[config.mk]
export PLATFORM = sky130hd
export DESIGN_NAME = spf_mul
export DESIGN_NICKNAME = d
export VERILOG_FILES = /design/src/rtl/spf_pkg.sv /design/src/rtl/spf_mul.sv
export SDC_FILE = /design/constraint.sdc
export NUM_CORES = 2
export LEC_CHECK = 0
export BUFFER_PORTS_ARGS = -buffer_cell sky130_fd_sc_hd__buf_2
export CAP_MARGIN = 20
export CORE_ASPECT_RATIO = 0.7
export CORE_MARGIN = 4
export CORE_UTILIZATION = 60
export CTS_CLUSTER_SIZE = 30
export DETAILED_ROUTE_END_ITERATION = 12
export GPL_TIMING_DRIVEN = 0
export PLACE_DENSITY = 0.78
export SETUP_SLACK_MARGIN = 0.4
export SLEW_MARGIN = 20
export SYNTH_ARGS = -nofsm -noshare
export SYNTH_HDL_FRONTEND = slang
export SYNTH_SLANG_ARGS = --single-unit
[constraint.sdc]
create_clock -name clk -period 7.55 [get_ports clk]
set_input_delay 0 -clock clk [delete_from_list [all_inputs] [get_ports clk]]
set_output_delay 0 -clock clk [all_outputs]
set_load 0.05 [all_outputs]
[src/rtl/spf_pkg.sv]
`default_nettype none

package spf_pkg;

    localparam int WORD_W  = 32;
    localparam int REG_W   = 31;
    localparam int GAIN_W  = 17;
    localparam int CFG_IDX_W = 2;

    localparam logic [CFG_IDX_W-1:0] CFG_FENCE_RADIUS  = 2'd0;
    localparam logic [CFG_IDX_W-1:0] CFG_FADE_DISTANCE = 2'd1;

    localparam logic [REG_W-1:0] RADIUS_RESET = 31'd65536;
    localparam logic [REG_W-1:0] FADE_RESET   = 31'd6554;

    localparam logic [GAIN_W-1:0] GAIN_ONE  = 17'd65536;
    localparam logic [GAIN_W-1:0] GAIN_HALF = 17'd32768;

    // cosine polynomial coefficients, Q28
    localparam logic [31:0] CO1 = 32'd1324675879;
    localparam logic [31:0] CO2 = 32'd1089502240;
    localparam logic [31:0] CO3 = 32'd358431870;
    localparam logic [31:0] CO4 = 32'd63171085;
    localparam logic [31:0] CO5 = 32'd6927485;

    typedef struct packed {
        logic busy;
        logic done;
    } unit_stat_t;

    function automatic logic [31:0] poly_coef(input logic [2:0] step);
        logic [31:0] c;
        case (step)
            3'd2:    c = CO4;
            3'd3:    c = CO3;
            3'd4:    c = CO2;
            3'd5:    c = CO1;
            default: c = CO5;
        endcase
        return c;
    endfunction

endpackage

`default_nettype wire

[src/rtl/spf_mul.sv]
`default_nettype none

module spf_mul
    import spf_pkg::*;
(
    input  wire logic        clk,
    input  wire logic [31:0] a,
    input  wire logic [31:0] b,
    output logic      [63:0] prod_reg
);

    // register every product
    always_ff @(posedge clk)
    begin
        prod_reg <= a * b;
    end

endmodule

`default_nettype wire

-- Word level (Yosys, flattened, before mapping)
Cells that the tools add are included.
W data, S select, Z words.
- bits in registers: 64
- input port bits: 65
- multiply operators: 1
- operator list (operator ; count):
    $mul A32 B32 Y64 ; 1

-- Depth between registers and ports, before layout
- depth in word-level cells: 1
- mapped depth: 29
- depth with buffers taken out: 27

-- Worst setup path after synthesis
No wires, ideal clock.
- path type: in2reg
- start: input a[25]
- end: register prod_reg[62]
- setup time: 0.072 ns
- data arrival time: 6.681 ns
- path slack: 0.797 ns
- stages: 25
- path buffers: 2
- cells stage by stage: clkbuf_1 -> nand2_1 -> fa_1 -> inv_1 -> fa_1 -> inv_1 -> fa_1 -> inv_1 -> fa_1 -> fa_1 -> fa_1 -> fa_1 -> inv_1 -> fa_1 -> inv_1 -> ha_1 -> buf_2 -> nand4_1 -> or4_1 -> or3_1 -> a31oi_1 -> a31o_2 -> a211oi_1 -> o21ai_1 -> xor2_1
- longest elaborated chain between the ends: 1
- ends and longest elaborated chain (element ; RTL line ; source):
    from (decl) ; spf_mul.sv:7 ; input wire logic [31:0] a,
    $mul A32 B32 Y64 ; spf_mul.sv:15 ; prod_reg <= a * b;
    to (signal assigned) ; spf_mul.sv:15 ;
    to (decl) ; spf_mul.sv:9 ; output logic [63:0] prod_reg
Every way passes these cells.

-- Worst setup path in the final report
- start: input a[15]
- end: register prod_reg[50]
The elaborated chain is that of the path after synthesis.

==> impl_metrics.env <==
export IMPL_ys_flop_type="dfxtp_1"
export IMPL_synth_edf_count=0
export IMPL_layout_commonest_cell="inv_1"
export IMPL_overflow=0
export IMPL_initial_core_util_pct=60.8
export IMPL_clock_path_buffers=2
export IMPL_maxSlewViolCount=0
export IMPL_slew_headroom_pct=36.6
export IMPL_synth_area_um2=34700
export IMPL_area_delta_synth_final_pct=9.44
export IMPL_required_ns=7.80
export IMPL_worst_slack_ns=0.416
export IMPL_portBuffers=128
export IMPL_post_route_drc_count=0
export IMPL_cts_max_level=3
export IMPL_worstSetupPathType="primary input to register"
export IMPL_fin_crit_sh_pct=94.5
export IMPL_drive_gt1_share_pct=11.7
export IMPL_cts_tree="done"
export IMPL_largest_register_ff_count=64
export IMPL_grt_pass1_vias=28100
export IMPL_vias=27700
export IMPL_synth_cell_types=57
export IMPL_hold_depth=3
export IMPL_hold_path_startpoint="b[1]"
export IMPL_grt_use_total_pct=42.9
export IMPL_cp_max_fo=10
export IMPL_die_h_um=209
export IMPL_synth_nets=4972
export IMPL_hold_end="prod_reg[1]"
export IMPL_synthTopCellsByArea="fa_1 52%, and2_1 11%, ha_1 9.5%, inv_1 9.4%, nand2_1 5.2%"
export IMPL_crit_path_end_kind="register"
export IMPL_syn_avg_cell_area_um2=9.25
export IMPL_tightest_slew_ns=0.950
export IMPL_dr_pass1_iters=6
export IMPL_setup_violations=0
export IMPL_coreArea_um2=57000
export IMPL_dp_cells=4626
export IMPL_layoutNonFillerInstCount=4675
export IMPL_layout_common_cells="863 x inv_1, 859 x fa_1, 601 x and2_1"
export IMPL_rows=73
export IMPL_drt_iter0_markers=3338
export IMPL_hpwl_um=110000
export IMPL_crit_path_start_kind="primary input"
export IMPL_die_area_um2=61800
export IMPL_wl_per_cell_um=27.5
export IMPL_syn_inst=3748
export IMPL_async_flop_share_pct=0
export IMPL_die_x_um=295
export IMPL_antenna_found_initial=12
export IMPL_min_period_ns=7.13
export IMPL_synth_seq_area_share_pct=3.69
export IMPL_path_clk_slew_ns=0.06
export IMPL_status="complete, no violations"
export IMPL_min_delay_path_class="primary input to register"
export IMPL_synth_area_leader_cell="fa_1"
export IMPL_synth_seq_cells=64
export IMPL_crit_arrival_ns=7.38
export IMPL_fin_nets=5141
export IMPL_rsz0062_at_grt="true"
export IMPL_pre_cts_ws_ns=-0.913
export IMPL_place_congestion=1.10
export IMPL_maxCapViolCount=0
export IMPL_cts_buffers=9
export IMPL_finalHoldViolCount=0
export IMPL_clock_sinks=64
export IMPL_cts_root_buf="clkbuf_16"
export IMPL_synth_top_area_share_pct=51.7
export IMPL_max_freq_mhz=140
export IMPL_grt_max_degree=14
export IMPL_viasPerCell=5.92
export IMPL_ios=129
export IMPL_drtAntennaViolNets=0
export IMPL_wl_um=129000
export IMPL_synth_warnings=0
export IMPL_grt_pass1_wl_um=189000
export IMPL_post_route_util_pct=66.6
## worst max-delay path: stages
cell and delay (ns):
buf_2 0.20, clkbuf_8 0.27, nand2_1 0.10, fa_1 0.60, fa_1 0.58, inv_1 0.06
fa_2 0.47, fa_2 0.73, fa_2 0.54, fa_1 0.43, fa_1 0.52, inv_1 0.05
fa_1 0.48, inv_1 0.04, ha_1 0.26, buf_4 0.15, nand4_1 0.18, or4_4 0.48
or3_4 0.38, a31oi_4 0.25, a31o_4 0.23, buf_6 0.12, a21oi_1 0.07, xnor2_1 0.16
## worst max path at each step
stage	startpoint	to	slack, ns	depth (start not counted)
after floorplan	a[25]	prod_reg[62]	0.80	25
after global placement	b[28]	prod_reg[62]	-0.93	24
after detailed placement	a[15]	prod_reg[62]	-0.91	24
after CTS	b[17]	prod_reg[62]	0.38	25
after global routing	b[17]	prod_reg[50]	0.32	26
final	a[15]	prod_reg[50]	0.42	24
## cell families (layout without fill, tap and decap cells)
kind of cell	Yosys count	in the layout	share of synthesized area (%)
and+or+nand+nor	1177	1177	17.6
adders and majority gates	1159	1159	61.2
buffers and inverters	1085	1259	11.8
AOI/OAI and AO/OA	202	202	4.15
DFF	64	64	3.69
xor gates and xnor gates	60	60	1.52
muxes	1	1	0.0289
other	0	3	0
## timing repair
action | 4_1_cts | 5_1_grt
cloned | 0 | 0
hold buffers | 1 | 0
buffers inserted | 2 | 27
endpoints found under the setup margin | 28 | 24
endpoints found under the hold margin | 1 | 0
pin swaps | 6 | 39
resized for setup | 278 | 343
## Yosys cell counts, drive strengths merged, types with 3 or more instances
| cell | count |
|---|---|
| a221o | 4 |
| or2 | 3 |
| a21o | 40 |
| inv | 865 |
| xnor2 | 35 |
| or4 | 3 |
| and4 | 3 |
| ha | 263 |
| xor2 | 25 |
| or3 | 3 |
| o31ai | 5 |
| o21ai | 26 |
| nor3 | 7 |
| o21bai | 11 |
| a221oi | 4 |
| a21oi | 66 |
| buf | 7 |
| nand2 | 480 |
| fa | 896 |
| and2 | 602 |
| a211oi | 3 |
| nor2 | 20 |
| nand4 | 23 |
| a21boi | 3 |
| clkbuf | 213 |
| o21a | 9 |
| nand3 | 10 |
| dfxtp | 64 |
| a31oi | 12 |
| o221ai | 3 |
| and3 | 14 |
## stage by stage
step	area (um^2)	hold slack, ns	setup TNS (ns)
after detailed placement	36300	0.339	-13.31
after CTS	37200	0.0572	0
final	37900	0.0890	0
after global placement	36300	0.346	-12.45
after floorplan	34700	0.127	0
after global routing	37900	0.0847	0
## area by class of cell
| class | instances | area, um^2 |
|---|---|---|
| clock inverters | 7 | 103 |
| flip-flops and latches | 64 | 1280 |
| plain buffers | 220 | 1630 |
| multi-input cells | 2599 | 29600 |
| clock buffers | 9 | 225 |
| inverters | 865 | 3250 |
| diodes | 3 | 7.51 |
| fillers | 4703 | 19000 |
| well taps | 750 | 938 |
| repair buffers | 158 | 906 |
## routing by layer
metal	routed length (um)	global-route usage, %
met2	46600	52.6
met1	50000	60.3
met4	3580	9.64
met3	27900	30.9
met5	424	4.09
Power is not shown: default switching activity piles up to over one toggle a cycle in this logic, so the estimate is an artifact.
