### config.mk
export PLATFORM = sky130hd
export DESIGN_NAME = spf_sqrt
export DESIGN_NICKNAME = d
export VERILOG_FILES = /design/src/rtl/spf_pkg.sv /design/src/rtl/spf_sqrt.sv
export SDC_FILE = /design/constraint.sdc
export NUM_CORES = 1
export LEC_CHECK = 0
export ABC_AREA = 1
export BUFFER_PORTS_ARGS = -buffer_cell sky130_fd_sc_hd__buf_2
export CAP_MARGIN = 20
export CORE_MARGIN = 3
export CORE_UTILIZATION = 45
export CTS_BUF_LIST = sky130_fd_sc_hd__clkbuf_4 sky130_fd_sc_hd__clkbuf_8
export DETAILED_ROUTE_END_ITERATION = 12
export PLACE_DENSITY = 0.72
export SLEW_MARGIN = 20
export SYNTH_ARGS = -nofsm -noshare
export SYNTH_HDL_FRONTEND = slang
export SYNTH_SLANG_ARGS = --single-unit
### constraint.sdc
create_clock -name clk -period 4.5 [get_ports clk]
set_clock_uncertainty 0.2 [all_clocks]
set_input_delay 0.9 -clock clk [delete_from_list [all_inputs] [get_ports clk]]
set_output_delay 0.9 -clock clk [all_outputs]
set_load 0.02 [all_outputs]
### src/rtl/spf_pkg.sv
`default_nettype none

package spf_pkg;

    localparam int WORD_W  = 32;
    localparam int REG_W   = 31;
    localparam int GAIN_W  = 17;
    localparam int CFG_IDX_W = 2;

    localparam logic [CFG_IDX_W-1:0] CFG_FENCE_RADIUS  = 2'd0;
    localparam logic [CFG_IDX_W-1:0] CFG_FADE_DISTANCE = 2'd1;

    localparam logic [REG_W-1:0] RADIUS_RESET = 31'd65536;
    localparam logic [REG_W-1:0] FADE_RESET   = 31'd6554;

    localparam logic [GAIN_W-1:0] GAIN_ONE  = 17'd65536;
    localparam logic [GAIN_W-1:0] GAIN_HALF = 17'd32768;

    // cosine polynomial coefficients, Q28
    localparam logic [31:0] CO1 = 32'd1324675879;
    localparam logic [31:0] CO2 = 32'd1089502240;
    localparam logic [31:0] CO3 = 32'd358431870;
    localparam logic [31:0] CO4 = 32'd63171085;
    localparam logic [31:0] CO5 = 32'd6927485;

    typedef struct packed {
        logic busy;
        logic done;
    } unit_stat_t;

    function automatic logic [31:0] poly_coef(input logic [2:0] step);
        logic [31:0] c;
        case (step)
            3'd2:    c = CO4;
            3'd3:    c = CO3;
            3'd4:    c = CO2;
            3'd5:    c = CO1;
            default: c = CO5;
        endcase
        return c;
    endfunction

endpackage

`default_nettype wire

### src/rtl/spf_sqrt.sv
`default_nettype none

module spf_sqrt
    import spf_pkg::*;
(
    input  wire logic        clk,
    input  wire logic        rst_n,
    input  wire logic        start,
    input  wire logic [63:0] radicand,
    output logic      [31:0] root_reg,
    output unit_stat_t       stat
);

    // digit-by-digit floor root, two radicand bits a cycle
    logic [63:0] rad_reg;
    logic [32:0] rem_reg;
    logic [4:0]  cnt_reg;
    logic        busy_reg;
    logic        done_reg;
    logic [34:0] cand;
    logic [34:0] trial;
    logic [34:0] diff;
    logic        take;

    assign cand  = {rem_reg, rad_reg[63:62]};
    assign trial = {1'b0, root_reg, 2'b01};
    assign diff  = cand - trial;
    assign take  = cand >= trial;

    always_ff @(posedge clk)
    begin
        if (start)
        begin
            rad_reg  <= radicand;
            rem_reg  <= '0;
            root_reg <= '0;
        end
        else if (busy_reg)
        begin
            rad_reg  <= {rad_reg[61:0], 2'b00};
            rem_reg  <= take ? diff[32:0] : cand[32:0];
            root_reg <= {root_reg[30:0], take};
        end
    end

    always_ff @(posedge clk or negedge rst_n)
    begin
        if (!rst_n)
        begin
            busy_reg <= 1'b0;
            done_reg <= 1'b0;
            cnt_reg  <= '0;
        end
        else
        begin
            done_reg <= 1'b0;
            if (start)
            begin
                busy_reg <= 1'b1;
                cnt_reg  <= '0;
            end
            else if (busy_reg)
            begin
                cnt_reg <= cnt_reg + 5'd1;
                if (cnt_reg == 5'd31)
                begin
                    busy_reg <= 1'b0;
                    done_reg <= 1'b1;
                end
            end
        end
    end

    assign stat.busy = busy_reg;
    assign stat.done = done_reg;

endmodule

`default_nettype wire

Word-level counts from Yosys, hierarchy flattened
Cells that the tools add are included.

cells by class
  $add $sub $neg = 2
  magnitude comparators = 1
  equal/unequal tests = 1
  mux-type cells = 11
  reduce and logical (&&, ||, !) cells = 1

operators by type and width
  kind                                          number
  2-to-1 mux 64 bit                             2
  >= comparator 35 x 34 -> 1 bit                1
  2-to-1 mux 33 bit                             1
  subtractor 33 bit                             1
  2-to-1 mux 5 bit                              2
  2-to-1 mux 1 bit                              6
  adder 5 x 1 -> 5 bit (second input constant)  1
  equality test 5 bit (second input constant)   1
  nonzero test 2 bit                            1

word-level totals
  flip-flop bits (word level) = 136
  input bits = 67
  output and inout port bits = 34
  word-level logic and storage cells = 22

Depth between registers and ports, before layout
  depth in word-level cells = 4
  gate-level depth with buffers = 18
  depth with buffers taken out = 17

Worst setup path before layout
No wires, ideal clock.

  kind = input -> register
  start point = in start
  end point = reg rad_reg[0], enable pin
  library setup time = 453 ps
  arrival = 3,392 ps
  required time = 3,847 ps
  slack = 454 ps
  stages = 4
  buffers on the path = 2
  path through = clkbuf_1 nor2_1 inv_1 buf_1

on the way
  cells in the longest elaborated chain, start to end = 1

ends and longest elaborated chain
  what                                 line            text
  start, declared                      spf_sqrt.sv:8   input wire logic start,
  nonzero test 2 bit (no source line)  -
  end signal, assigned                 spf_sqrt.sv:34  rad_reg <= radicand;
  end signal, assigned                 spf_sqrt.sv:40  rad_reg <= {rad_reg[61:0], 2'b00};
  end, declared                        spf_sqrt.sv:15  logic [63:0] rad_reg;

Every way passes these cells.
A chain may end at the register's enable or synchronous reset.

Worst setup path in the final report
  start point = reg root_reg[20]
  end point = reg rem_reg[19]

on the way
  cells in the longest elaborated chain, start to end = 2

ends and longest elaborated chain
  what                            line            text
  start, declared                 spf_sqrt.sv:10  output logic [31:0] root_reg,
  start signal, assigned          spf_sqrt.sv:42  root_reg <= {root_reg[30:0], take};
  >= comparator 35 x 34 -> 1 bit  spf_sqrt.sv:28  assign take = cand >= trial;
  2-to-1 mux 33 bit               spf_sqrt.sv:41  rem_reg <= take ? diff[32:0] : cand[32:0];
  end signal, assigned            spf_sqrt.sv:41
  end, declared                   spf_sqrt.sv:16  logic [32:0] rem_reg;

Every way passes these cells.

==> results.md <==
* Pwr dens at 645 mW/mm^2
* Die ar. at 0.0197 mm^2
* GRT Total Usage at 0.210
* Synthesized cell area at 0.00813 mm^2
* Max reg flops at 64
* Net switching power at 0.00289 W
* Core Rows at 48
* Worst endpoint required time at 4.62 ns
* Root Driver: clkbuf_8
* Gpl congestion at 0.945
* Final Non-Filler Cells at 1,500
* Critical Path Most Common Cell: nand2_1
* Startpoint types: flip-flop
* Largest net degree at the start of global routing at 76
* Status: finished, final reports clean
* F_max at 0.334 GHz
* Height of the die at 140 um
* Iter 0 DRT Violations at 510
* Critical path capture point type: flip-flop
* Fin. Hold Viols at 0
* Hold/Removal Path Class: in -> async
* Critical Path Max Stage Delay at 0.39 ns
* Seq pwr share at 0.271
* FF-to-FF Start: root_reg[20]
* Yosys warnings at 0
* Actual slew at the worst max-slew pin at 1.03 ns
* Hold buffer count at cts at 0
* Gr ovfl total at 0
* WL/cell at 13.8 um
* Worst Path Max Fanout at 38
* Most frequent cells in the layout: 472 x nand2_1, 154 x inv_1, 101 x nor2_1
* Vias in the first global route at 6,960
* Final HPWL DP at 15,100 um
* Post-synthesis mux area share at 0
* First-pass GRT wire length at 34,000 um
* Max cap viols at 0
* Initial antenna violation count at 0
* Post-route setup TNS at 0 ns
* Critical path class: reg -> reg
* R2R Setup Slk at 1.50 ns
* Post-Place Cells at 1,468
* # Post-CTS Setup Buffers at 0
* Slew Viols, Final at 0
* Area of the multi-input gates at 0.00394 mm^2
* Area Growth Syn to Fin at 13.0%
* Total wire length at 20,600 um
* Sw frac at 0.488
* # setup viols final at 0
* Core area at 0.0175 mm^2
* Seq/Total Area, Yosys at 0.418
* Syn Inst Count at 1,175
* Filler cells at 1,742
* Initial Util at 0.465
* CTS H-Tree Depth at 4
* Post-synthesis simple-gate area fraction at 0.350
* RSZ-0062 raised after global routing: false
* R2r endpoint: rem_reg[19]
* Clock sinks at 136
* Clk slew on worst S/H paths at 0.09 ns
* Syn avg cell area at 6.92 um^2
* DR DRC count at 0
* Internal at 0.00303 W
* Worst Path Arrival at 3.12 ns
* Main combinational cell family by area after synthesis: simple AND/OR/NAND/NOR gates
* Comb power frac at 0.552
* Final nets at 1,365
* Register area at 0.00340 mm^2
* Width of the die at 140 um
* Clk pwr share at 0.178
* Largest buffer count on any clock path at 2
* Cells along the critical path: inv_1 -> ha_1 -> a21oi_1 -> nand2_1 -> nand2_1 -> nand2_1 -> nand2_1 -> nand2_1 -> nor2_4 -> nand2_4 -> inv_2 -> nor2_1 -> nor2_1 -> nor2_1
* CP top delay family: simple AND/OR/NAND/NOR gates
* Synthesis-stage register bit count at 136
* Worst skew pair latency at 0.46 ns
* Crit share post-route at 0.666
* Final antenna-violating net count at 0
* CTS Buf Count at 17
* Via-per-instance ratio at 5.02
* Fraction of layout cells with a size suffix above 1 at 0.131
* Synth Net Count at 1,278
* Worst path slowest cell: inv_2
* Static Leakage at 4.87 nW
* R2R depth at 14
* Resize count post-CTS at 0
* Ports at 101
* Total number of vias at 7,529
* ANT cells at 0
* DRT Pass-1 Iters at 5
* Synth cell types at 40
* Commonest non-fill, non-tap cell in the layout: nand2_1
* Min Tclk post-route at 3.00 ns
* Xor/xnor cell area share of the yosys netlist at 0.00108
* Synth Area in Adders at 0.0554
* CTS tree: yes
* Post-synthesis compound-gate area fraction at 0.0782
* Max VDD drop at 0.000251 V
* CP bufs+invs at 2
* Rel. slew slack at 0.309
* IO Port Bufs at 100
worst register-to-register path: stages, from the launching register on:
cell and delay, ns:
dfxtp_1 0.34, inv_1 0.08, ha_1 0.38, a21oi_1 0.26, nand2_1 0.13, nand2_1 0.07, nand2_1 0.07, nand2_1 0.06
nand2_1 0.07, nor2_4 0.22, nand2_4 0.32, inv_2 0.40, nor2_1 0.10, nor2_1 0.11, nor2_1 0.04
cell usage after synthesis:
| cell | count | area, um^2 |
|---|---|---|
| a21boi_0 | 1 | 7.51 |
| a21boi_1 | 4 | 30.0 |
| a21o_1 | 1 | 7.51 |
| a21oi_1 | 40 | 200 |
| a22o_1 | 1 | 8.76 |
| a31oi_1 | 2 | 12.5 |
| and2_1 | 3 | 18.8 |
| buf_1 | 5 | 18.8 |
| buf_2 | 2 | 10.0 |
| buf_4 | 2 | 15.0 |
| buf_6 | 4 | 45.0 |
| clkbuf_1 | 25 | 93.8 |
| dfrtp_1 | 7 | 175 |
| dfxtp_1 | 65 | 1300 |
| edfxtp_1 | 64 | 1920 |
| ha_1 | 36 | 450 |
| inv_1 | 156 | 586 |
| inv_2 | 5 | 18.8 |
| nand2_1 | 472 | 1770 |
| nand2_2 | 8 | 50.1 |
| nand2_4 | 2 | 22.5 |
| nand3_1 | 60 | 300 |
| nand3_2 | 1 | 10.0 |
| nand3b_1 | 8 | 60.1 |
| nand4_1 | 13 | 81.3 |
| nor2_1 | 101 | 379 |
| nor2_2 | 8 | 50.1 |
| nor2_4 | 1 | 11.3 |
| nor3_1 | 10 | 50.1 |
| nor3_2 | 1 | 10.0 |
| nor4_1 | 2 | 12.5 |
| o211ai_1 | 2 | 15.0 |
| o21a_1 | 2 | 15.0 |
| o21ai_0 | 18 | 90.1 |
| o21ai_1 | 2 | 10.0 |
| o21bai_1 | 6 | 45.0 |
| o22ai_1 | 31 | 194 |
| or2_1 | 2 | 12.5 |
| or2_2 | 1 | 6.26 |
| xor2_1 | 1 | 8.76 |
cell families after synthesis:
| logic type | count (synthesis) |
|---|---|
| AND/OR/NAND/NOR | 693 |
| buffers and inverters | 199 |
| flip-flops | 136 |
| AO/OA/AOI/OAI | 110 |
| adder cells (fa/ha/maj) | 36 |
| XOR/XNOR | 1 |
per-layer routing:
metal | up-vias | wire length, um | global-route usage
met4 | 0 | 431 | 0.0673
met2 | 220 | 9130 | 0.327
met1 | 3370 | 9720 | 0.290
li1 | 3907 | - | -
met5 | - | 0 | 0
met3 | 32 | 1370 | 0.0492
metrics by stage:
| step | hold slack [ns] | area [um^2] | setup slack [ns] | total power [W] | utilization |
|---|---|---|---|---|---|
| after floorplan | 0.230 | 8130 | 0.454 | 0.00413 | - |
| after detailed placement | 0.255 | 8770 | 1.07 | 0.00484 | 0.502 |
| after global routing | 0.0425 | 9180 | 1.29 | 0.00646 | 0.525 |
| final | 0.0504 | 9180 | 1.50 | 0.00592 | 0.525 |
| after CTS | 0.0355 | 9180 | 1.37 | 0.00590 | 0.525 |
| after global placement | 0.243 | 8770 | 1.10 | 0.00480 | 0.502 |
power by group through the flow:
stage	sequential, W	clock, W	combinational [W]
after floorplan	0.00159	0	0.00253
after global placement	0.00162	0	0.00318
after detailed placement	0.00163	0	0.00321
after CTS	0.00160	0.00107	0.00323
after global routing	0.00162	0.00112	0.00372
final	0.00160	0.00105	0.00327
worst max path at each step:
stage,start,to,slack (ns),cells after the start
final,root_reg[20],rem_reg[19],1.50,14
after global routing,rem_reg[15],rem_reg[24],1.29,13
after CTS,busy_reg,rem_reg[2],1.37,6
after detailed placement,start,rem_reg[2],1.07,6
after global placement,start,rem_reg[2],1.10,6
after floorplan,start,rad_reg[0],0.45,4
final cells by class:
| type | instances | share of cell area |
|---|---|---|
| multi-input combinational | 840 | 0.429 |
| timing repair buffer | 106 | 0.0594 |
| sequential | 136 | 0.370 |
| clock inverter | 15 | 0.0191 |
| clock buffer | 17 | 0.0255 |
| inverter | 161 | 0.0660 |
| tap | 225 | 0.0307 |
Note: power is estimated with default switching activity, not from simulation.
