<file path="config.mk">
export PLATFORM = sky130hd
export DESIGN_NAME = spf_div
export DESIGN_NICKNAME = d
export VERILOG_FILES = /design/src/rtl/spf_pkg.sv /design/src/rtl/spf_div.sv
export SDC_FILE = /design/constraint.sdc
export NUM_CORES = 1
export LEC_CHECK = 0
export BUFFER_PORTS_ARGS = -buffer_cell sky130_fd_sc_hd__buf_2
export CAP_MARGIN = 10
export CELL_PAD_IN_SITES_DETAIL_PLACEMENT = 0
export CELL_PAD_IN_SITES_GLOBAL_PLACEMENT = 1
export CORE_UTILIZATION = 46
export CTS_CLUSTER_SIZE = 12
export DETAILED_ROUTE_END_ITERATION = 6
export GPL_TIMING_DRIVEN = 0
export PLACE_DENSITY = 0.83
export SLEW_MARGIN = 10
export SYNTH_ARGS = -nofsm -noshare
export SYNTH_HDL_FRONTEND = slang
export SYNTH_SLANG_ARGS = --single-unit
</file>
<file path="constraint.sdc">
create_clock -name clk -period 8.1 [get_ports clk]
set_input_delay 0.81 -clock clk [delete_from_list [all_inputs] [get_ports clk]]
set_output_delay 0.81 -clock clk [all_outputs]
set_load 0.02 [all_outputs]
</file>
<file path="src/rtl/spf_pkg.sv">
`default_nettype none

package spf_pkg;

    localparam int WORD_W  = 32;
    localparam int REG_W   = 31;
    localparam int GAIN_W  = 17;
    localparam int CFG_IDX_W = 2;

    localparam logic [CFG_IDX_W-1:0] CFG_FENCE_RADIUS  = 2'd0;
    localparam logic [CFG_IDX_W-1:0] CFG_FADE_DISTANCE = 2'd1;

    localparam logic [REG_W-1:0] RADIUS_RESET = 31'd65536;
    localparam logic [REG_W-1:0] FADE_RESET   = 31'd6554;

    localparam logic [GAIN_W-1:0] GAIN_ONE  = 17'd65536;
    localparam logic [GAIN_W-1:0] GAIN_HALF = 17'd32768;

    // cosine polynomial coefficients, Q28
    localparam logic [31:0] CO1 = 32'd1324675879;
    localparam logic [31:0] CO2 = 32'd1089502240;
    localparam logic [31:0] CO3 = 32'd358431870;
    localparam logic [31:0] CO4 = 32'd63171085;
    localparam logic [31:0] CO5 = 32'd6927485;

    typedef struct packed {
        logic busy;
        logic done;
    } unit_stat_t;

    function automatic logic [31:0] poly_coef(input logic [2:0] step);
        logic [31:0] c;
        case (step)
            3'd2:    c = CO4;
            3'd3:    c = CO3;
            3'd4:    c = CO2;
            3'd5:    c = CO1;
            default: c = CO5;
        endcase
        return c;
    endfunction

endpackage

`default_nettype wire

</file>
<file path="src/rtl/spf_div.sv">
`default_nettype none

module spf_div
    import spf_pkg::*;
(
    input  wire logic        clk,
    input  wire logic        rst_n,
    input  wire logic        start,
    input  wire logic [63:0] dividend,
    input  wire logic [31:0] divisor,
    output logic      [31:0] quo_reg,
    output unit_stat_t       stat
);

    // restoring divide, one quotient bit a cycle; needs dividend[63:32] < divisor
    logic [31:0] rem_reg;
    logic [31:0] dvs_reg;
    logic [4:0]  cnt_reg;
    logic        busy_reg;
    logic        done_reg;
    logic [32:0] trial;
    logic [32:0] diff;
    logic        take;

    assign trial = {rem_reg, quo_reg[31]};
    assign diff  = trial - {1'b0, dvs_reg};
    assign take  = trial >= {1'b0, dvs_reg};

    always_ff @(posedge clk)
    begin
        if (start)
        begin
            rem_reg <= dividend[63:32];
            quo_reg <= dividend[31:0];
            dvs_reg <= divisor;
        end
        else if (busy_reg)
        begin
            rem_reg <= take ? diff[31:0] : trial[31:0];
            quo_reg <= {quo_reg[30:0], take};
        end
    end

    always_ff @(posedge clk or negedge rst_n)
    begin
        if (!rst_n)
        begin
            busy_reg <= 1'b0;
            done_reg <= 1'b0;
            cnt_reg  <= '0;
        end
        else
        begin
            done_reg <= 1'b0;
            if (start)
            begin
                busy_reg <= 1'b1;
                cnt_reg  <= '0;
            end
            else if (busy_reg)
            begin
                cnt_reg <= cnt_reg + 5'd1;
                if (cnt_reg == 5'd31)
                begin
                    busy_reg <= 1'b0;
                    done_reg <= 1'b1;
                end
            end
        end
    end

    assign stat.busy = busy_reg;
    assign stat.done = done_reg;

endmodule

`default_nettype wire

</file>
# Word-level counts from Yosys, hierarchy flattened
# Cells that the tools add are included.
[op_classes]
eq_ne = 1
reduce_logical = 1
mux = 13
addsub = 2
n_lt_le_gt_ge = 1
[op_table]
columns = ["operator", "count"]
rows = [
  ["$mux W32", 5],
  ["$ge A33 B32 Y1", 1],
  ["$sub A32 B32 Y32", 1],
  ["$mux W5", 2],
  ["$mux W1", 6],
  ["$add A5 B1 Y5 const B", 1],
  ["$eq A5 B5 Y1 const B", 1],
  ["$reduce_bool A2 Y1", 1],
]
[word_totals]
regBits = 103
out_inout_bits = 34
elab_cells = 24
input_bits = 99

# Longest topological paths before layout
# Gate-level depths: netlist (run 1).
[logic_depth]
word_depth = 4
depth_mapped = 14
depth_no_buf = 13

# Worst setup path before layout (run 1)
# No wires, ideal clock.
[synth_timing]
kind = "flip-flop to flip-flop"
from = "register quo_reg[31]"
to = "register rem_reg[24], data pin"
required_ns = 7.839
t_arrival_ns = 2.681
setup_slack_ns = 5.158
period_less_slack_ns = 2.942
n_path_buf = 0
stages_incl_launch_ff = 14
setup_ns = 0.261
cell_sequence = "edfxtp_1 -> inv_1 -> ha_1 -> inv_1 -> fa_1 -> a211oi_1 -> o21ai_0 -> a22oi_1 -> a21oi_1 -> a21oi_1 -> o21ai_0 -> xnor2_1 -> nor3_1 -> a221o_1"
[synth_via]
elab_chain_cells = 4
word_cells_on_any_way = 5
classes_between = "add/sub (1); order compare (1); mux (3)"
[synth_rtl]
columns = ["item", "line_no", "text"]
rows = [
  ["from (decl)", "spf_div.sv:11", "output logic [31:0] quo_reg,"],
  ["from (signal assigned)", "spf_div.sv:34", "quo_reg <= dividend[31:0];"],
  ["from (signal assigned)", "spf_div.sv:40", "quo_reg <= {quo_reg[30:0], take};"],
  ["$sub A32 B32 Y32 / $ge A33 B32 Y1 (equally long branches)", "spf_div.sv:26, spf_div.sv:27", ""],
  ["$mux W32 *", "spf_div.sv:39", "rem_reg <= take ? diff[31:0] : trial[31:0];"],
  ["$mux W32 *", "spf_div.sv:37", "else if (busy_reg)"],
  ["$mux W32 *", "spf_div.sv:31", "if (start)"],
  ["to (signal assigned)", "spf_div.sv:33", "rem_reg <= dividend[63:32];"],
  ["to (signal assigned)", "spf_div.sv:39", ""],
  ["to (decl)", "spf_div.sv:16", "logic [31:0] rem_reg;"],
]
# Mark *: on every way between the ends. The rest lies on a longest branch, timed or not. The select of a mux whose other input is x is not followed.
# A chain may end at the register's enable or synchronous reset.

# Final worst setup path (run 1)
# Same ends and word-level chain as after synthesis.

==> metrics.txt, run 1 <==
outcome=completed; TritonCTS buffer count=9; Hold Vio Cnt, Final=0; hold slack=0.266 ns; first-pass GRT wire length=22.8 mm; Arrival @ worst endpoint=3.48 ns; WL/cell=16.8 um; # nets final=824; overall power=2.53 mW; final setup margin=4.74 ns; Setup WS pre-CTS=4.54 ns; # port buffers=132; Comb power frac=0.498; clock latency on the worst-skew pair=0.36 ns; GRT overflow=0; startpoint types=flop; CP max-delay cell=fa_1; Avg Cell Area, Syn=11.2 sq um; Root Driver=clkbuf_16; H-tree depth=3; net count after synthesis=680; RSZ-0062 raised after global routing=no; fill count=1,096; final setup TNS=0 ns; via count=4,718; diode count=0; Sequential Power Share=0.318; Pwr per Cell Area=346 mW/mm^2; hpwl dp=10.7 mm; switching part of the total=0.395; #FFs+latches synth=103; DRC violations left=0; Max-slew headroom=0.443; clock share of power=0.185; WP data required=8.22 ns; Layout Skew=0.0120 ns; Die Width=117 um; number of synthesized flops with an enable pin=96; Worst setup EP type=flop; Worst R2R End=rem_reg[24]; fmax=0.297 GHz; Cells after Synth=546; Leakage=3.25 nW; synth unique cells=57; Initial Utilization=0.478; largest net degree at the start of global routing=48; Seq/Total Area, Yosys=0.501; Min-Delay Path Class=input pin to asynchronous set/reset pin; utilization after layout=0.573; R2R setup slack=4.74 ns; Final Slew Violations=0; row count=41; WL final=14.6 mm; Clock Sink Count=103; sw power=1.00 mW; post-layout min period=3.36 ns; final setup fails=0; post_cts resized=0; Top FF cell, synth=edfxtp_1; most common cell after layout, fill and taps aside=buf_2; mean number of vias per cell=5.44; vias in the first global route=4,622; CP peak stage delay=0.42 ns; Routed Antenna Nets=0; share of cells above drive strength 1=0.285; CP Max Fanout=4; Area Growth Syn to Fin=19.9%; Die Ht=117 um; CTS clock-pin slew for the worst setup and hold paths=0.08 ns; R2R cell count=13; die area=0.0137 sq mm; fin crit share=0.415; Max-Cap Viols=0; gp weighted congestion=0.838; Max IR drop VDD=0.197 mV; commonest non-fill, non-tap cells in the layout=buf_2 (134), edfxtp_1 (96), nand2_1 (53); worst path cell trace=inv_1, ha_1, inv_1, fa_1, a211oi_1, o21ai_0, a22oi_1, a21oi_1, a21oi_1, o21ai_0, xnor2_1, nor3_1, a221o_1; Syn Std Cell Area=0.00610 sq mm; CTS tree=done; kind of critical path=flop to flop; CTS Hold Bufs=0; Final Cell Area=0.00732 sq mm; Final Non-Filler Cells=867; Core Area=0.0128 sq mm; Power Internal=1.53 mW; antenna violations before repair=0; setup bufs post-CTS=0; Cells after DPL=851; clk buf depth=2; Reg-to-Reg Start=quo_reg[31]; Yosys warning count=0; first-pass detailed-route iteration total=5; Post-DP Area=0.00701 sq mm; Iteration-0 DRC Markers=249; All-Layer GR Usage=0.223; Slew @ Worst Pin=0.836 ns; Post-synth ARST share=0.0680; IO Pins=133
==> cell families (layout without fill, tap and decap cells) <==
kind of cell    after synthesis  after routing  synth area share
compound gates              128            128             0.137
xor+xnor                     32             32            0.0459
fa+ha+maj                    35             35            0.0730
buf+inv                      64            213            0.0455
flops                       103            103             0.501
mux                          53             53            0.0935
simple gates                131            131             0.103
==> how the worst max path moves through the flow <==
stage | from | to | slack [ns] | depth (start not counted)
after floorplan | quo_reg[31] | rem_reg[24] | 5.16 | 13
after CTS | quo_reg[31] | rem_reg[24] | 4.73 | 13
after global placement | start | quo_reg[14] | 3.91 | 4
after global routing | quo_reg[31] | rem_reg[24] | 4.46 | 13
final | quo_reg[31] | rem_reg[24] | 4.74 | 13
after detailed placement | start | quo_reg[14] | 4.54 | 5
==> synth_stat cells (3+ instances only) <==
master / n / area share
buf_1: 3 / 0.0018
o21ai_0: 34 / 0.028
nand2_1: 53 / 0.033
ha_1: 34 / 0.070
inv_1: 38 / 0.023
dfrtp_1: 7 / 0.029
mux2_2: 32 / 0.059
xor2_1: 18 / 0.026
and3_1: 3 / 0.0031
xnor2_1: 14 / 0.020
buf_4: 3 / 0.0037
nand3_1: 8 / 0.0066
buf_6: 3 / 0.0055
clkbuf_1: 14 / 0.0086
edfxtp_1: 96 / 0.47
a21oi_1: 36 / 0.030
nand4_1: 6 / 0.0062
a21o_1: 17 / 0.021
o31ai_1: 3 / 0.0037
nand3b_1: 8 / 0.0098
mux2i_1: 21 / 0.034
nand2b_1: 3 / 0.0031
and2_1: 4 / 0.0041
nor2b_1: 7 / 0.0072
nor2_1: 22 / 0.014
o311ai_0: 4 / 0.0057
nor3_1: 8 / 0.0066
o211ai_1: 7 / 0.0086
==> final cells by class <==
class,count,area [sq um],share of cell area
Timing Repair Buffer,133,688,0.0941
Tap cell,172,215,0.0294
Clock inverter,7,85.1,0.0116
Clock buffer,9,225,0.0308
Multi-Input combinational cell,379,2770,0.378
Sequential cell,103,3060,0.418
Inverter,38,143,0.0195
Buffer,26,135,0.0185
==> routing by layer <==
layer	vias to the layer above	wire (um)	GRT usage
met5	-	0	0
met4	0	209	0.0726
met2	181	6760	0.371
li1	2301	-	-
met3	17	1090	0.0649
met1	2219	6540	0.280
==> critical path: cells and delay by family (launching register included) <==
| family | cells | cell delay [ns] |
|---|---|---|
| AO/OA/AOI/OAI | 7 | 1.74 |
| XOR/XNOR | 1 | 0.18 |
| adder cells (fa/ha/maj) | 2 | 0.58 |
| buffers and inverters | 2 | 0.14 |
| flip-flops | 1 | 0.39 |
| AND/OR/NAND/NOR | 1 | 0.07 |
==> power by group through the flow <==
stage	Combinational [mW]	Clock (mW)	Sequential, mW
final	1.26	0.467	0.804
after global routing	1.39	0.494	0.819
after CTS	1.26	0.479	0.804
after detailed placement	1.25	0	0.811
after global placement	1.23	0	0.809
after floorplan	0.946	0	0.818
Power figures use the tool's default switching activity.
==> inputs of run 2 (changes only) <==
--- a/config.mk
+++ b/config.mk
@@ -9,11 +9,11 @@
 export CAP_MARGIN = 10
 export CELL_PAD_IN_SITES_DETAIL_PLACEMENT = 0
 export CELL_PAD_IN_SITES_GLOBAL_PLACEMENT = 1
-export CORE_UTILIZATION = 46
+export CORE_UTILIZATION = 43
 export CTS_CLUSTER_SIZE = 12
 export DETAILED_ROUTE_END_ITERATION = 6
 export GPL_TIMING_DRIVEN = 0
-export PLACE_DENSITY = 0.83
+export PLACE_DENSITY = 0.79
 export SLEW_MARGIN = 10
 export SYNTH_ARGS = -nofsm -noshare
 export SYNTH_HDL_FRONTEND = slang
==> constraint.sdc (replaced) <==
create_clock -name clk -period 3.2 [get_ports clk]
set_input_delay 0.32 -clock clk [delete_from_list [all_inputs] [get_ports clk]]
set_output_delay 0.32 -clock clk [all_outputs]
set_load 0.02 [all_outputs]
==> run 2 against run 1 <==
Count of clock-buffer cells in the layout increased by 1. Global-route usage is 0.88 points lower. Sequential power grew to 2.5 times the previous value. Flip-flop and latch count is the same.
==> metrics.txt, run 2 (synthesis results as in run 1) <==
Root Driver=clkbuf_16; IO Pins=133 (unchanged); clock share of power=0.173 (-0.012); Initial Utilization=0.439 (-0.0381); sw power=2.59 mW (+160%); TritonCTS buffer count=9 (unchanged); kind of critical path=flop to flop; Pwr per Cell Area=875 mW/mm^2 (+150%); clock latency on the worst-skew pair=0.37 ns (about the same); CTS tree=done; All-Layer GR Usage=0.215 (-0.00879); DRC violations left=0 (unchanged); met1 WL=6.53 mm (-0.15%); crit path launch=rem_reg[27]; hpwl dp=10.9 mm (+2.1%); RSZ-0062 raised after global routing=yes; first-pass detailed-route iteration total=4 (-1); CTS clock-pin slew for the worst setup and hold paths=0.08 ns (about the same); fmax=0.327 GHz (+9.9%); Clock Sink Count=103 (unchanged); Min-Delay Path Class=input pin to flop; Iteration-0 DRC Markers=277 (+11%); clk buf depth=2 (unchanged); WL final=14.7 mm (+0.99%); Max IR drop VDD=0.424 mV (+120%); overall power=6.46 mW (+160%); Slew @ Worst Pin=0.831 ns (-0.00525 ns); Sequential Area=0.00306 sq mm (unchanged); # port buffers=132 (unchanged); via count=4,688 (-0.64%); metal2 WL=6.96 mm (+2.9%); vias in the first global route=4,843 (+4.8%); row count=43 (+4.9%); Routed Antenna Nets=0 (unchanged); Layout Skew=0.0122 ns (+0.000217 ns); largest net degree at the start of global routing=45 (-6.3%); first-pass GRT wire length=23.9 mm (+4.7%); fin crit share=0.957 (+0.541); Worst R2R End=rem_reg[22]; Reg-to-Reg Start=rem_reg[27]; Die Ht=121 um (+3.4%); Sequential Power Share=0.314 (-0.004); GRT overflow=0 (unchanged); Area Growth Syn to Fin=20.9%; startpoint types=flop; WP data required=3.30 ns (-4.92 ns); die area=0.0147 sq mm (+6.9%); Power Internal=3.87 mW (+150%); WL/cell=16.9 um (about the same); R2R cell count=12 (-1); R2R setup slack=0.14 ns (-4.60 ns); Die Width=121 um (+3.4%); Max-slew headroom=0.446 (+0.00350); met3 WL=1.01 mm (-7.2%); final setup fails=0 (unchanged); Arrival @ worst endpoint=3.16 ns (-0.32 ns); Max-Cap Viols=0 (unchanged); crit path capture=rem_reg[22]; post-layout min period=3.06 ns (-0.303 ns); outcome=completed; antenna violations before repair=0 (unchanged); Leakage=3.25 nW (about the same); switching part of the total=0.401 (+0.00541); H-tree depth=3 (unchanged); Comb power frac=0.512 (+0.014); mean number of vias per cell=5.36 (-1.5%); Multi-input gate area=0.00283 sq mm (+2.2%); setup bufs post-CTS=0 (unchanged); highest metal used=met4; CP Max Fanout=10 (+6); Final Slew Violations=0 (unchanged); gp weighted congestion=0.881 (+5.1%); Core Area=0.0139 sq mm (+8.7%); Hold Vio Cnt, Final=0 (unchanged); commonest non-fill, non-tap cells in the layout=buf_2 (134), edfxtp_1 (96), nand2_1 (53); utilization after layout=0.531 (-0.0413); most common cell after layout, fill and taps aside=buf_2; diode count=0 (unchanged); share of cells above drive strength 1=0.302 (+0.0173); Worst setup EP type=flop; fill count=1,260 (+15%); # nets final=824 (unchanged)
run 2: power by group through the flow:
stage | combinational (mW) | sequential (mW) | clock, mW
2_1_floorplan | 2.39 | 2.07 | 0
3_5_place_dp | 3.20 | 2.05 | 0
3_3_place_gp | 3.14 | 2.04 | 0
6_report | 3.31 | 2.03 | 1.12
4_1_cts | 3.23 | 2.03 | 1.15
5_1_grt | 3.66 | 2.07 | 1.19
run 2: how the worst min path moves through the flow:
stage,start,to,slack (ns),cells past startpoint
finish,divisor[0],dvs_reg[0],0.12,1
floorplan,rst_n,busy_reg,0.02,0
global route,divisor[31],dvs_reg[31],0.11,1
global placement,rst_n,cnt_reg[4],0.16,1
CTS,divisor[31],dvs_reg[31],0.11,1
detailed placement,rst_n,cnt_reg[0],0.16,1
run 2: per-layer routing:
layer / GRT usage / vias to the layer above
met4: 0.0640 / 0
met2: 0.356 / 150
met3: 0.0700 / 18
met1: 0.265 / 2232
li1: - / 2288
met5: 0 / -
run 2: area by class of cell:
type	count	area share
sequential	103	0.415
multi-input combinational	379	0.383
timing repair buffer	134	0.0936
clock buffer	10	0.0324
tap	180	0.0305
inverter	38	0.0193
buffer	25	0.0188
clock inverter	6	0.00763
run 2: critical path, stage by stage, from the launching register on:
cell	delay [ns]
edfxtp_1	0.40
ha_1	0.30
buf_2	0.17
a21o_1	0.19
a21o_1	0.17
a21o_1	0.20
o21ai_0	0.24
nand2_1	0.18
a21o_1	0.21
o22ai_4	0.17
buf_6	0.20
mux2i_1	0.27
o21ai_0	0.10
run 2: timing repair:
action,4_1_cts,5_1_grt
pin swaps,0,1
hold buffers,1,0
endpoints found under the setup margin,8,25
resized for setup,5,12
endpoints found under the hold margin,7,0
cloned,0,0
run 2: per-stage QoR:
step	hold WS, ns	worst slack (ns)	cell area, sq um	TNS [ns]	std cells
2_1_floorplan	0.0244	0.258	6100	0	546
3_3_place_gp	0.155	-0.468	6990	-30.19	858
3_5_place_dp	0.161	-0.133	7010	-0.574	859
4_1_cts	0.111	0.0113	7320	0	875
5_1_grt	0.110	-0.0217	7380	-0.0394	875
6_report	0.125	0.139	7380	0	875
==> inputs of run 3 (changes only) <==
--- a/config.mk
+++ b/config.mk
@@ -14,6 +14,7 @@
 export DETAILED_ROUTE_END_ITERATION = 6
 export GPL_TIMING_DRIVEN = 0
 export PLACE_DENSITY = 0.79
+export REMOVE_ABC_BUFFERS = 1
 export SLEW_MARGIN = 10
 export SYNTH_ARGS = -nofsm -noshare
 export SYNTH_HDL_FRONTEND = slang
==> run 3 against run 2 <==
Die area is the same. Count of clock-buffer cells in the layout grew 2. Via count shrank 3.2%. Sequential share of layout area grew 0.085 points. Hold slack gained 0.0083 ns. Routed wire length shrank 9.5%. Highest routed layer is now met5. Power grew 0.20%. Register-to-register slack is essentially flat. Final cell count shrank 1.8%. Clock power shrank 6%. Combinational power grew 2%. Fmax shrank 0.14%. Largest cell class unchanged.
==> metrics.txt, run 3 (synthesis results as in run 1) <==
outcome=completed; WL final=13.3 mm (-9.5%); CP Max Fanout=18 (+8); overall power=6.47 mW (+0.20%); most common cell after layout, fill and taps aside=buf_2; All-Layer GR Usage=0.192 (-0.0226); Worst setup EP type=flop; CP peak stage delay=0.43 ns (+0.03 ns); Crit path buffers/inverters=2 (unchanged); IO Pins=133 (unchanged); CTS clock-pin slew for the worst setup and hold paths=0.08 ns (about the same); clk buf depth=2 (unchanged); hold slack=0.133 ns (+0.00827 ns); kind of critical path=flop to flop; first-pass GRT wire length=21.7 mm (-9.2%); commonest non-fill, non-tap cells in the layout=buf_2 (131), edfxtp_1 (96), nand2_1 (53); via count=4,537 (-3.2%); fin crit share=0.958 (+0.00138); CTS tree=done; Max-Cap Viols=0 (unchanged); Sequential Area=0.00306 sq mm (unchanged); H-tree depth=3 (unchanged); mean number of vias per cell=5.28 (-1.4%); final setup TNS=0 ns (unchanged); Cells after DPL=836 (-2.7%); Clock Sink Count=103 (unchanged); Crit path max-delay family=compound AO/OA/AOI/OAI gates; Slew @ Worst Pin=0.472 ns (-0.359 ns); GRT overflow=0 (unchanged); Die Ht=121 um (unchanged); die area=0.0147 sq mm (unchanged); largest net degree at the start of global routing=81 (+80%); fmax=0.326 GHz (-0.14%); Area Growth Syn to Fin=20.7%; Leakage=3.24 nW (-0.47%); Routed Antenna Nets=0 (unchanged); Reg-to-Reg Start=rem_reg[3]; post-layout min period=3.07 ns (+0.00440 ns); WL/cell=15.5 um (-7.8%); vias in the first global route=4,503 (-7.0%); Die Width=121 um (unchanged); R2R setup slack=0.13 ns (about the same); Iteration-0 DRC Markers=239 (-14%); utilization after layout=0.530 (-0.00108); DRC violations left=0 (unchanged); Final Non-Filler Cells=859 (-1.8%); gp weighted congestion=0.860 (-2.4%); Multi-input gate area=0.00284 sq mm (+0.44%); Max-slew headroom=0.682 (+0.236); Crit path depth=12 (unchanged); Root Driver=clkbuf_16; Post-DP Area=0.00696 sq mm (-0.66%); antenna violations before repair=3 (+3); Initial Utilization=0.439 (unchanged); worst path cell trace=ha_4, a21o_1, or3_1, o21ai_2, o21a_2, o21ai_2, a41o_4, o22ai_4, clkbuf_16, buf_16, mux2i_2, o21ai_0; Max IR drop VDD=0.376 mV (-11%); R2R cell count=12 (unchanged); Pwr per Cell Area=879 mW/mm^2 (+0.40%); # port buffers=132 (unchanged); first-pass detailed-route iteration total=5 (+1); final setup margin=0.135 ns (-0.00440 ns); WP data required=3.30 ns (about the same); # nets final=807 (-2.1%); clock latency on the worst-skew pair=0.36 ns (about the same); Min-Delay Path Class=input pin to flop; RSZ-0062 raised after global routing=no; Layout Skew=0.0112 ns (-0.000978 ns); row count=43 (unchanged); final setup fails=0 (unchanged); share of cells above drive strength 1=0.310 (+0.00758); hpwl dp=9.61 mm (-12%); Arrival @ worst endpoint=3.16 ns (about the same); most frequent CP cell=o21ai_2; crit path capture=rem_reg[19]; fill count=1,280 (+1.6%); TritonCTS buffer count=9 (unchanged); Setup WS pre-CTS=-0.321 ns (-0.188 ns); Final Slew Violations=0 (unchanged); Final Cell Area=0.00736 sq mm (-0.20%); Hold Vio Cnt, Final=0 (unchanged); crit path launch=rem_reg[3]; Worst R2R End=rem_reg[19]; Core Area=0.0139 sq mm (unchanged); CP max-delay cell=edfxtp_1; startpoint types=flop
[run 3: changes by cell type in the layout (fill, tap and decap cells not counted), sizes merged]
cell,previous run,this run
buf,144,140
diode,0,1
clkinv,0,2
clkinvlp,1,0
clkbuf,24,13
inv,43,40
[run 3: final cells by class]
class                   instances  area share
diodes                          1    0.000340
clock buffers                  12      0.0321
clock inverters                 4     0.00425
inverters                      38      0.0194
multi-input cells             379       0.386
flip-flops and latches        103       0.415
well taps                     180      0.0306
repair buffers                142       0.112
[run 3: how the worst min path moves through the flow]
stage | from | to | slack, ns | cells after the start
after detailed placement | rst_n | done_reg | 0.16 | 1
after floorplan | rst_n | busy_reg | 0.02 | 0
after global routing | divisor[20] | dvs_reg[20] | 0.12 | 1
final | divisor[20] | dvs_reg[20] | 0.13 | 1
after CTS | divisor[20] | dvs_reg[20] | 0.12 | 1
after global placement | rst_n | cnt_reg[1] | 0.15 | 1
[run 3: metal layers]
metal	GRT usage	share of wire
met4	0.0556	0.012
met3	0.0616	0.068
met5	0	0.0022
met1	0.252	0.46
met2	0.303	0.45
[run 3: worst reg2reg max path, cell delays in order, from the launching register on]
cell       delay (ns)
edfxtp_1         0.43
ha_4             0.29
a21o_1           0.18
or3_1            0.33
o21ai_2          0.18
o21a_2           0.21
o21ai_2          0.09
a41o_4           0.27
o22ai_4          0.13
clkbuf_16        0.19
buf_16           0.16
mux2i_2          0.25
o21ai_0          0.10
[run 3: where the power goes]
| group | switching (mW) | internal (mW) | total [mW] |
|---|---|---|---|
| Clock | 0.510 | 0.535 | 1.05 |
| Combinational | 1.82 | 1.57 | 3.39 |
| Sequential | 0.172 | 1.86 | 2.03 |
[run 3: repair_timing]
item / 4_1_cts / 5_1_grt
hold endpoints to repair: 7 / 0
pin swaps: 2 / 3
gates resized for setup: 6 / 17
endpoints found under the setup margin: 30 / 22
cloned: 0 / 0
hold buffers: 1 / 0
setup buffers: 2 / 3
